[src/rtl/crc_checked_word_deframer_core_assert.svh]
// assertion macros for the word deframer core
`ifndef CRC_CHECKED_WORD_DEFRAMER_CORE_ASSERT_SVH
`define CRC_CHECKED_WORD_DEFRAMER_CORE_ASSERT_SVH

// same-cycle implication, off during reset
`define CWD_ASSERT_IMPL(label, clk, rst_n, ante, cons) \
	label: assert property (@(posedge clk) disable iff (!rst_n) (ante) |-> (cons)) \
		else $error("implication check failed");

// next-cycle implication, off during reset
`define CWD_ASSERT_NEXT(label, clk, rst_n, ante, cons) \
	label: assert property (@(posedge clk) disable iff (!rst_n) (ante) |=> (cons)) \
		else $error("next-cycle check failed");

`endif

[src/rtl/crcwd_pkg.sv]
// shared types, constants and crc function for the word deframer
package crcwd_pkg;

	localparam int unsigned BYTE_W  = 8;
	localparam int unsigned VALUE_W = 32;
	localparam int unsigned INDEX_W = 4;
	localparam int unsigned COUNT_W = 5;
	localparam int unsigned WPV_W   = 2;
	localparam int unsigned CFG_W   = 5;

	localparam logic [7:0] CRC_INIT = 8'hFF;
	localparam logic [7:0] CRC_POLY = 8'h31;

	localparam logic [1:0] WPV_ONE   = 2'd1;
	localparam logic [1:0] WPV_RESET = 2'd2;
	localparam logic [4:0] VPF_RESET = 5'd10;

	// configuration register indexes
	localparam logic REG_WORDS_PER_VALUE  = 1'b0;
	localparam logic REG_VALUES_PER_FRAME = 1'b1;

	typedef enum logic [1:0] {
		PH_HIGH = 2'd0,
		PH_LOW  = 2'd1,
		PH_CRC  = 2'd2
	} phase_t;

	// msb-first crc-8 over one byte, no reflection
	function automatic logic [7:0] crc8_byte(input logic [7:0] crc, input logic [7:0] b);
		logic [7:0] c;
		c = crc ^ b;
		for (int i = 0; i < 8; i++) begin
			if (c[7]) begin
				c = {c[6:0], 1'b0} ^ CRC_POLY;
			end else begin
				c = {c[6:0], 1'b0};
			end
		end
		return c;
	endfunction

endpackage

[src/rtl/crc_checked_word_deframer_core.sv]
// Word deframer for sensor replies made of 16-bit big-endian words, each followed by a
// crc-8 byte (poly 0x31, init 0xff). One reply byte is taken per request; a byte with
// tuser set starts a new frame. A value is one or two words (words_per_value), and a
// frame holds values_per_frame values (clamped to 1..MAX_VALUES). Each completed value
// leaves as one output request: tdata = value (zero on crc failure) and its index,
// tuser = crc ok, tlast = last value of the frame. After the last value, bytes are
// dropped until the next frame start. The core takes one byte per clock cycle when the
// output is not stalled; a result is offered from the output register after its crc byte
// has passed through the input register, since the byte is worked on straight out of the
// input register and the result is held in the output register. While a result waits,
// one more byte can sit in the input register before the input stalls.
// Configuration writes complete at once and must be made while no byte is in flight.
module crc_checked_word_deframer_core #(
	parameter int unsigned MAX_VALUES = 16
) (
	input  logic        clk,
	input  logic        arst_n,
	// input byte stream
	input  logic        s_tvalid,
	output logic        s_tready,
	input  logic [7:0]  s_tdata,   // [7:0] data_byte
	input  logic        s_tuser,   // [0] frame_start
	// result stream
	output logic        m_tvalid,
	input  logic        m_tready,
	output logic [39:0] m_tdata,   // [31:0] value, [35:32] value_index, [39:36] zero
	output logic        m_tuser,   // [0] crc_ok
	output logic        m_tlast,   // frame_last
	// configuration writes
	input  logic        cfg_valid,
	output logic        cfg_ready,
	input  logic        cfg_index,
	input  logic [crcwd_pkg::CFG_W-1:0] cfg_data
);

	// configuration
	logic [crcwd_pkg::WPV_W-1:0]   words_per_value_q;
	logic [crcwd_pkg::COUNT_W-1:0] values_per_frame_q;

	// input register
	logic                          valid_s1;
	logic [crcwd_pkg::BYTE_W-1:0]  byte_s1;
	logic                          start_s1;

	// frame state
	crcwd_pkg::phase_t             phase_q, phase_eff, phase_next;
	logic                          word_q;
	logic [crcwd_pkg::COUNT_W-1:0] count_q;
	logic [crcwd_pkg::VALUE_W-1:0] acc_q;
	logic [7:0]                    crc_q;
	logic                          err_q;
	logic                          done_q;

	// next-state values
	logic                          active;
	logic                          word_eff, word_next;
	logic [crcwd_pkg::COUNT_W-1:0] count_eff, count_next;
	logic [crcwd_pkg::VALUE_W-1:0] acc_eff, acc_next;
	logic [7:0]                    crc_eff, crc_next;
	logic                          err_eff, err_next, err_word;
	logic                          done_next;
	logic                          emit;
	logic                          last;
	logic [crcwd_pkg::COUNT_W-1:0] nvals;

	// output register
	logic                          out_valid_q;
	logic [crcwd_pkg::VALUE_W-1:0] out_value_q;
	logic                          out_ok_q;
	logic [crcwd_pkg::INDEX_W-1:0] out_index_q;
	logic                          out_last_q;

	logic                          advance;
	logic                          step;

	assign advance   = !out_valid_q || m_tready;
	assign s_tready  = !valid_s1 || advance;
	assign step      = valid_s1 && advance;
	assign cfg_ready = 1'b1;

	always_ff @(posedge clk or negedge arst_n) begin
		if (!arst_n) begin
			words_per_value_q  <= crcwd_pkg::WPV_RESET;
			values_per_frame_q <= crcwd_pkg::VPF_RESET;
		end else if (cfg_valid && cfg_ready) begin
			unique case (cfg_index)
				crcwd_pkg::REG_WORDS_PER_VALUE:  words_per_value_q  <= cfg_data[1:0];
				crcwd_pkg::REG_VALUES_PER_FRAME: values_per_frame_q <= cfg_data;
				default: ;
			endcase
		end
	end

	always_ff @(posedge clk or negedge arst_n) begin
		if (!arst_n) begin
			valid_s1 <= 1'b0;
		end else if (s_tready) begin
			valid_s1 <= s_tvalid;
		end
	end

	always_ff @(posedge clk) begin
		if (s_tready && s_tvalid) begin
			byte_s1  <= s_tdata;
			start_s1 <= s_tuser;
		end
	end

	// frame start clears the frame before the byte is used
	always_comb begin
		active    = start_s1 || !done_q;
		phase_eff = start_s1 ? crcwd_pkg::PH_HIGH : phase_q;
		word_eff  = start_s1 ? 1'b0 : word_q;
		count_eff = start_s1 ? '0 : count_q;
		acc_eff   = start_s1 ? '0 : acc_q;
		crc_eff   = start_s1 ? crcwd_pkg::CRC_INIT : crc_q;
		err_eff   = start_s1 ? 1'b0 : err_q;
	end

	// byte phase sequencing
	always_comb begin
		phase_next = phase_q;
		if (active) begin
			unique case (phase_eff)
				crcwd_pkg::PH_LOW: phase_next = crcwd_pkg::PH_CRC;
				crcwd_pkg::PH_CRC: phase_next = crcwd_pkg::PH_HIGH;
				default:           phase_next = crcwd_pkg::PH_LOW;
			endcase
		end
	end

	assign nvals = (values_per_frame_q == '0) ? crcwd_pkg::COUNT_W'(1) :
		(values_per_frame_q > crcwd_pkg::COUNT_W'(MAX_VALUES)) ?
		crcwd_pkg::COUNT_W'(MAX_VALUES) : values_per_frame_q;
	assign last     = ({1'b0, count_eff} + 6'd1) >= {1'b0, nvals};
	assign err_word = crc_eff != byte_s1;

	// datapath and result decision
	always_comb begin
		word_next  = word_eff;
		count_next = count_eff;
		acc_next   = acc_eff;
		crc_next   = crc_eff;
		err_next   = err_eff;
		done_next  = start_s1 ? 1'b0 : done_q;
		emit       = 1'b0;
		if (active) begin
			unique case (phase_eff)
				crcwd_pkg::PH_CRC: begin
					crc_next = crcwd_pkg::CRC_INIT;
					if (words_per_value_q != crcwd_pkg::WPV_ONE && !word_eff) begin
						word_next = 1'b1;
						err_next  = err_eff | err_word;
					end else begin
						emit       = 1'b1;
						word_next  = 1'b0;
						count_next = count_eff + crcwd_pkg::COUNT_W'(1);
						acc_next   = '0;
						err_next   = 1'b0;
						done_next  = last;
					end
				end
				default: begin
					crc_next = crcwd_pkg::crc8_byte(crc_eff, byte_s1);
					acc_next = {acc_eff[crcwd_pkg::VALUE_W-crcwd_pkg::BYTE_W-1:0], byte_s1};
				end
			endcase
		end
	end

	always_ff @(posedge clk or negedge arst_n) begin
		if (!arst_n) begin
			phase_q <= crcwd_pkg::PH_HIGH;
			word_q  <= 1'b0;
			count_q <= '0;
			acc_q   <= '0;
			crc_q   <= crcwd_pkg::CRC_INIT;
			err_q   <= 1'b0;
			done_q  <= 1'b1;
		end else if (step) begin
			phase_q <= phase_next;
			word_q  <= word_next;
			count_q <= count_next;
			acc_q   <= acc_next;
			crc_q   <= crc_next;
			err_q   <= err_next;
			done_q  <= done_next;
		end
	end

	always_ff @(posedge clk or negedge arst_n) begin
		if (!arst_n) begin
			out_valid_q <= 1'b0;
		end else if (advance) begin
			out_valid_q <= step && emit;
		end
	end

	always_ff @(posedge clk) begin
		if (step && emit) begin
			out_value_q <= (err_eff || err_word) ? '0 : acc_eff;
			out_ok_q    <= !(err_eff || err_word);
			out_index_q <= count_eff[crcwd_pkg::INDEX_W-1:0];
			out_last_q  <= last;
		end
	end

	assign m_tvalid = out_valid_q;
	assign m_tdata  = {4'b0, out_index_q, out_value_q};
	assign m_tuser  = out_ok_q;
	assign m_tlast  = out_last_q;

`include "crc_checked_word_deframer_core_assert.svh"

	// a failed value never carries data
	`CWD_ASSERT_IMPL(a_fail_zero, clk, arst_n, m_tvalid && !m_tuser, m_tdata[31:0] == 32'd0)
	// an accepted byte lands in the input register
	`CWD_ASSERT_NEXT(a_in_capture, clk, arst_n, s_tvalid && s_tready, valid_s1)
	// a stalled byte is not consumed
	`CWD_ASSERT_NEXT(a_s1_hold, clk, arst_n, valid_s1 && !advance, valid_s1)

endmodule

[config.mk]
export PLATFORM = sky130hd
export DESIGN_NAME = crc_checked_word_deframer_core
export DESIGN_NICKNAME = d
export VERILOG_FILES = /design/src/rtl/crcwd_pkg.sv /design/src/rtl/crc_checked_word_deframer_core.sv
export VERILOG_INCLUDE_DIRS = /design/src /design/src/rtl
export SDC_FILE = /design/constraint.sdc
export NUM_CORES = 1
export LEC_CHECK = 0
export BUFFER_PORTS_ARGS = -buffer_cell sky130_fd_sc_hd__buf_2
export CAP_MARGIN = 40
export CORE_AREA = 2 2 114 116
export CTS_CLUSTER_DIAMETER = 150
export CTS_CLUSTER_SIZE = 12
export DETAILED_ROUTE_END_ITERATION = 8
export DIE_AREA = 0 0 116 118
export GPL_TIMING_DRIVEN = 0
export MAX_ROUTING_LAYER = met4
export SYNTH_ARGS = -nofsm -noshare
export SYNTH_HDL_FRONTEND = slang
export SYNTH_SLANG_ARGS = --single-unit
[constraint.sdc]
create_clock -name clk -period 4.65 [get_ports clk]
set_input_delay 0.2325 -clock clk [delete_from_list [all_inputs] [get_ports clk]]
set_output_delay 0.2325 -clock clk [all_outputs]
set_load 0.02 [all_outputs]
==> impl_metrics.py <==
metrics = {
    "status": {
        "outcome": "complete, no violations",
    },
    "worst_hold_path": {
        "holdPathStages": 1,
        "min_to": "start_s1",
        "hold_path_class": "input pin to flip-flop",
        "min_from": "s_tuser",
    },
    "yosys": {
        "synth_area_leader_cell": "edfxtp_1",
        "synth.area.top_cells": "edfxtp_1, dfrtp_1, dfstp_2",
        "postSynthAreaPerCell_sq_um": 11.4,
        "synthMostInstantiatedCell": "nand2_1",
        "netlist_top_cells_count": "nand2_1, dfrtp_1, edfxtp_1",
        "yosys_register_bits": 106,
        "yosysSeqAreaShare_pct": 59.7,
        "synth_top_area_share_pct": 29.0,
        "netlist_area_sq_um": 4870,
        "synth_edf_count": 47,
        "yosysWarningCount": 0,
        "syn_inst": 426,
        "synth-async-reset-ratio_pct": 55.7,
        "ys_types": 41,
        "synthFlopType": "edfxtp_1",
    },
    "job": {
        "cap_violations": 0,
    },
    "layout": {
        "regArea_sq_um": 2900,
        "area_delta_synth_final_pct": 17.5,
        "fill_cells": 1161,
        "drive_above_1_share_pct": 22.9,
        "final_nets": 530,
        "n_antenna_cell": 0,
        "final_core_util_pct": 46.0,
        "multi_input_area_sq_um": 1800,
    },
    "placed_design": {
        "dp_hpwl_um": 6900,
        "numPortBuffers": 59,
        "gp_congestion": 0.846,
        "pre_cts_ws_ns": 1.65,
    },
    "route": {
        "drt_pass1_iterations": 5,
        "finalWirelength_um": 9820,
        "drc": 0,
        "antenna_left": 0,
        "drt_iter0_drc": 257,
        "wl_per_cell_um": 14.5,
        "vias": 3359,
        "vias_per_cell": 4.95,
    },
    "pwr": {
        "powerDensity_nw_per_um2": 420,
        "ir_drop_uv": 177,
        "p_leak_nw": 2.33,
    },
    "timing": {
        "rsz0062_at_grt": "false",
        "relSlewSlack_pct": 52.7,
        "setup_slack_ns": 1.66,
        "finalClockSkew_ns": 0.00801,
        "min_period_ns": 2.99,
        "worstMarginPinSlew_ns": 0.710,
        "final-max-slew-violation-count": 0,
        "finalSetupTns_ns": 0,
        "hold_viol": 0,
        "holdWs_ns": 0.0553,
        "period_share_pct": 64.4,
        "setup_viol": 0,
        "clock.fmax_ghz": 0.334,
    },
    "floorplanning": {
        "die_h_um": 118,
        "num_rows": 41,
        "ios": 65,
        "core_area_sq_um": 12400,
        "die_width_um": 116,
        "start_util_pct": 39.2,
        "dieArea_sq_um": 13700,
    },
    "worst_setup_path": {
        "cp-end-kind": "flip-flop",
        "worstPathRequired_ns": 4.93,
        "r2r-end": "done_q",
        "crit_chain": "buf_6 > buf_4 > buf_2 > clkbuf_1 > nor2b_1 > ha_1 > ha_1 > a21o_1 > a21o_1 > a21oi_1 > o21ai_0 > a22o_1",
        "crit_path_max_incr_delay_ns": 0.38,
        "reg2reg_slack_ns": 1.66,
        "rr_worst_depth": 12,
        "rr_startpoint": "start_s1",
        "start_kind": "flip-flop",
        "slowest_stage": "clkbuf_1",
        "arrival_ns": 3.27,
        "worstSetupPathType": "flip-flop to flip-flop",
        "path_max_fanout": 10,
    },
    "clock_tree": {
        "cts.path.max_buffers": 2,
        "clkTransAtPathRegs_ns": 0.07,
        "cts_tree": "done",
        "cts.htree.levels": 3,
        "clock_latency_ns": 0.35,
        "cts-root-buf": "clkbuf_16",
        "cts_resized": 0,
        "clock_sinks": 106,
        "cts_buffers": 9,
    },
    "global_routing": {
        "antenna_found_initial": 0,
        "grt-ovfl-total": 0,
        "grtUsageTotal_pct": 15.8,
        "grt_max_degree": 34,
        "grt_pass1_wl_um": 16500,
        "grt_pass1_vias": 3220,
    },
}
[power by group]
part	switching [mW]	leakage [nW]	internal (mW)
sequential	0.0947	1.15	1.10
clock	0.345	0.129	0.362
combinational	0.259	1.05	0.244
[critical path, delay by kind of cell (launching register included)]
| family | cells | cell delay [ns] |
|---|---|---|
| buf+inv | 4 | 0.97 |
| compound gates | 5 | 0.81 |
| fa+ha+maj | 2 | 0.64 |
| flops | 1 | 0.34 |
| simple gates | 1 | 0.16 |
[flip-flops by register name (all words and copies together) (netlist names), 2 cells and up]
signal	count
byte_s1	8
crc_q	8
out_index_q	4
out_value_q	32
acc_q	32
words_per_value_q	2
values_per_frame_q	5
phase_q	2
count_q	5
[kinds of logic (layout without fill, tap and decap cells)]
kind of cell    Yosys count  in the layout  share of synthesized area [%]
simple gates            140            140                           14.1
fa+ha+maj                 8              8                           2.06
flops                   106            106                           59.7
xor+xnor                 29             29                           5.53
buf+inv                  35            113                           3.75
mux                       7              7                           1.59
other cells               2              5                          0.154
compound gates           99             99                           13.1
[what timing repair did]
| item | 4_1_cts | 5_1_grt |
|---|---|---|
| endpoints found under the setup margin | 0 | 0 |
| setup buffers | 0 | 0 |
| endpoints found under the hold margin | 21 | 0 |
| hold buffers | 1 | 0 |
[through the flow]
stage	total power [mW]	cell area, sq um	cells
finish	2.40	5720	679
global route	2.54	5720	679
CTS	2.42	5720	679
detailed placement	1.71	5440	662
global placement	1.69	5390	660
floorplan	1.59	4880	429
[cell type report]
class / instances / share of cell area [%]
clock buffers: 9 / 3.94
clock inverters: 7 / 0.788
inverters: 9 / 0.591
well taps: 172 / 3.77
plain buffers: 26 / 2.61
flip-flops and latches: 106 / 50.8
multi-input cells: 288 / 31.5
repair buffers: 62 / 6.04
[worst max-delay path by stage]
stage | from | endpoint | cells after the start
final | start_s1 | done_q | 12
after global routing | start_s1 | done_q | 13
after CTS | start_s1 | done_q | 12
after detailed placement | start_s1 | done_q | 12
after global placement | start_s1 | count_q[4] | 8
after floorplan | start_s1 | count_q[2] | 9
[layout by cell type, fill, tap and decap left out, drive strengths merged, types with 15 or more instances in the layout]
master,count
nor2,25
dfrtp,47
and2,35
a21oi,15
nand2,55
buf,77
clkbuf,19
a22oi,24
o21ai,32
xnor2,20
edfxtp,47
[layer usage]
layer  track usage [%]  wire, um  vias up  part of all wire [%]
li1                  -         -     1637                     -
met1              21.8      4590     1614                    47
met2              23.4      4650       96                    47
met3              3.04       430       12                   4.4
met4              5.58       144        0                   1.5
met5                 -         0        -                     0
No activity file was read; power rests on OpenSTA's default activity.
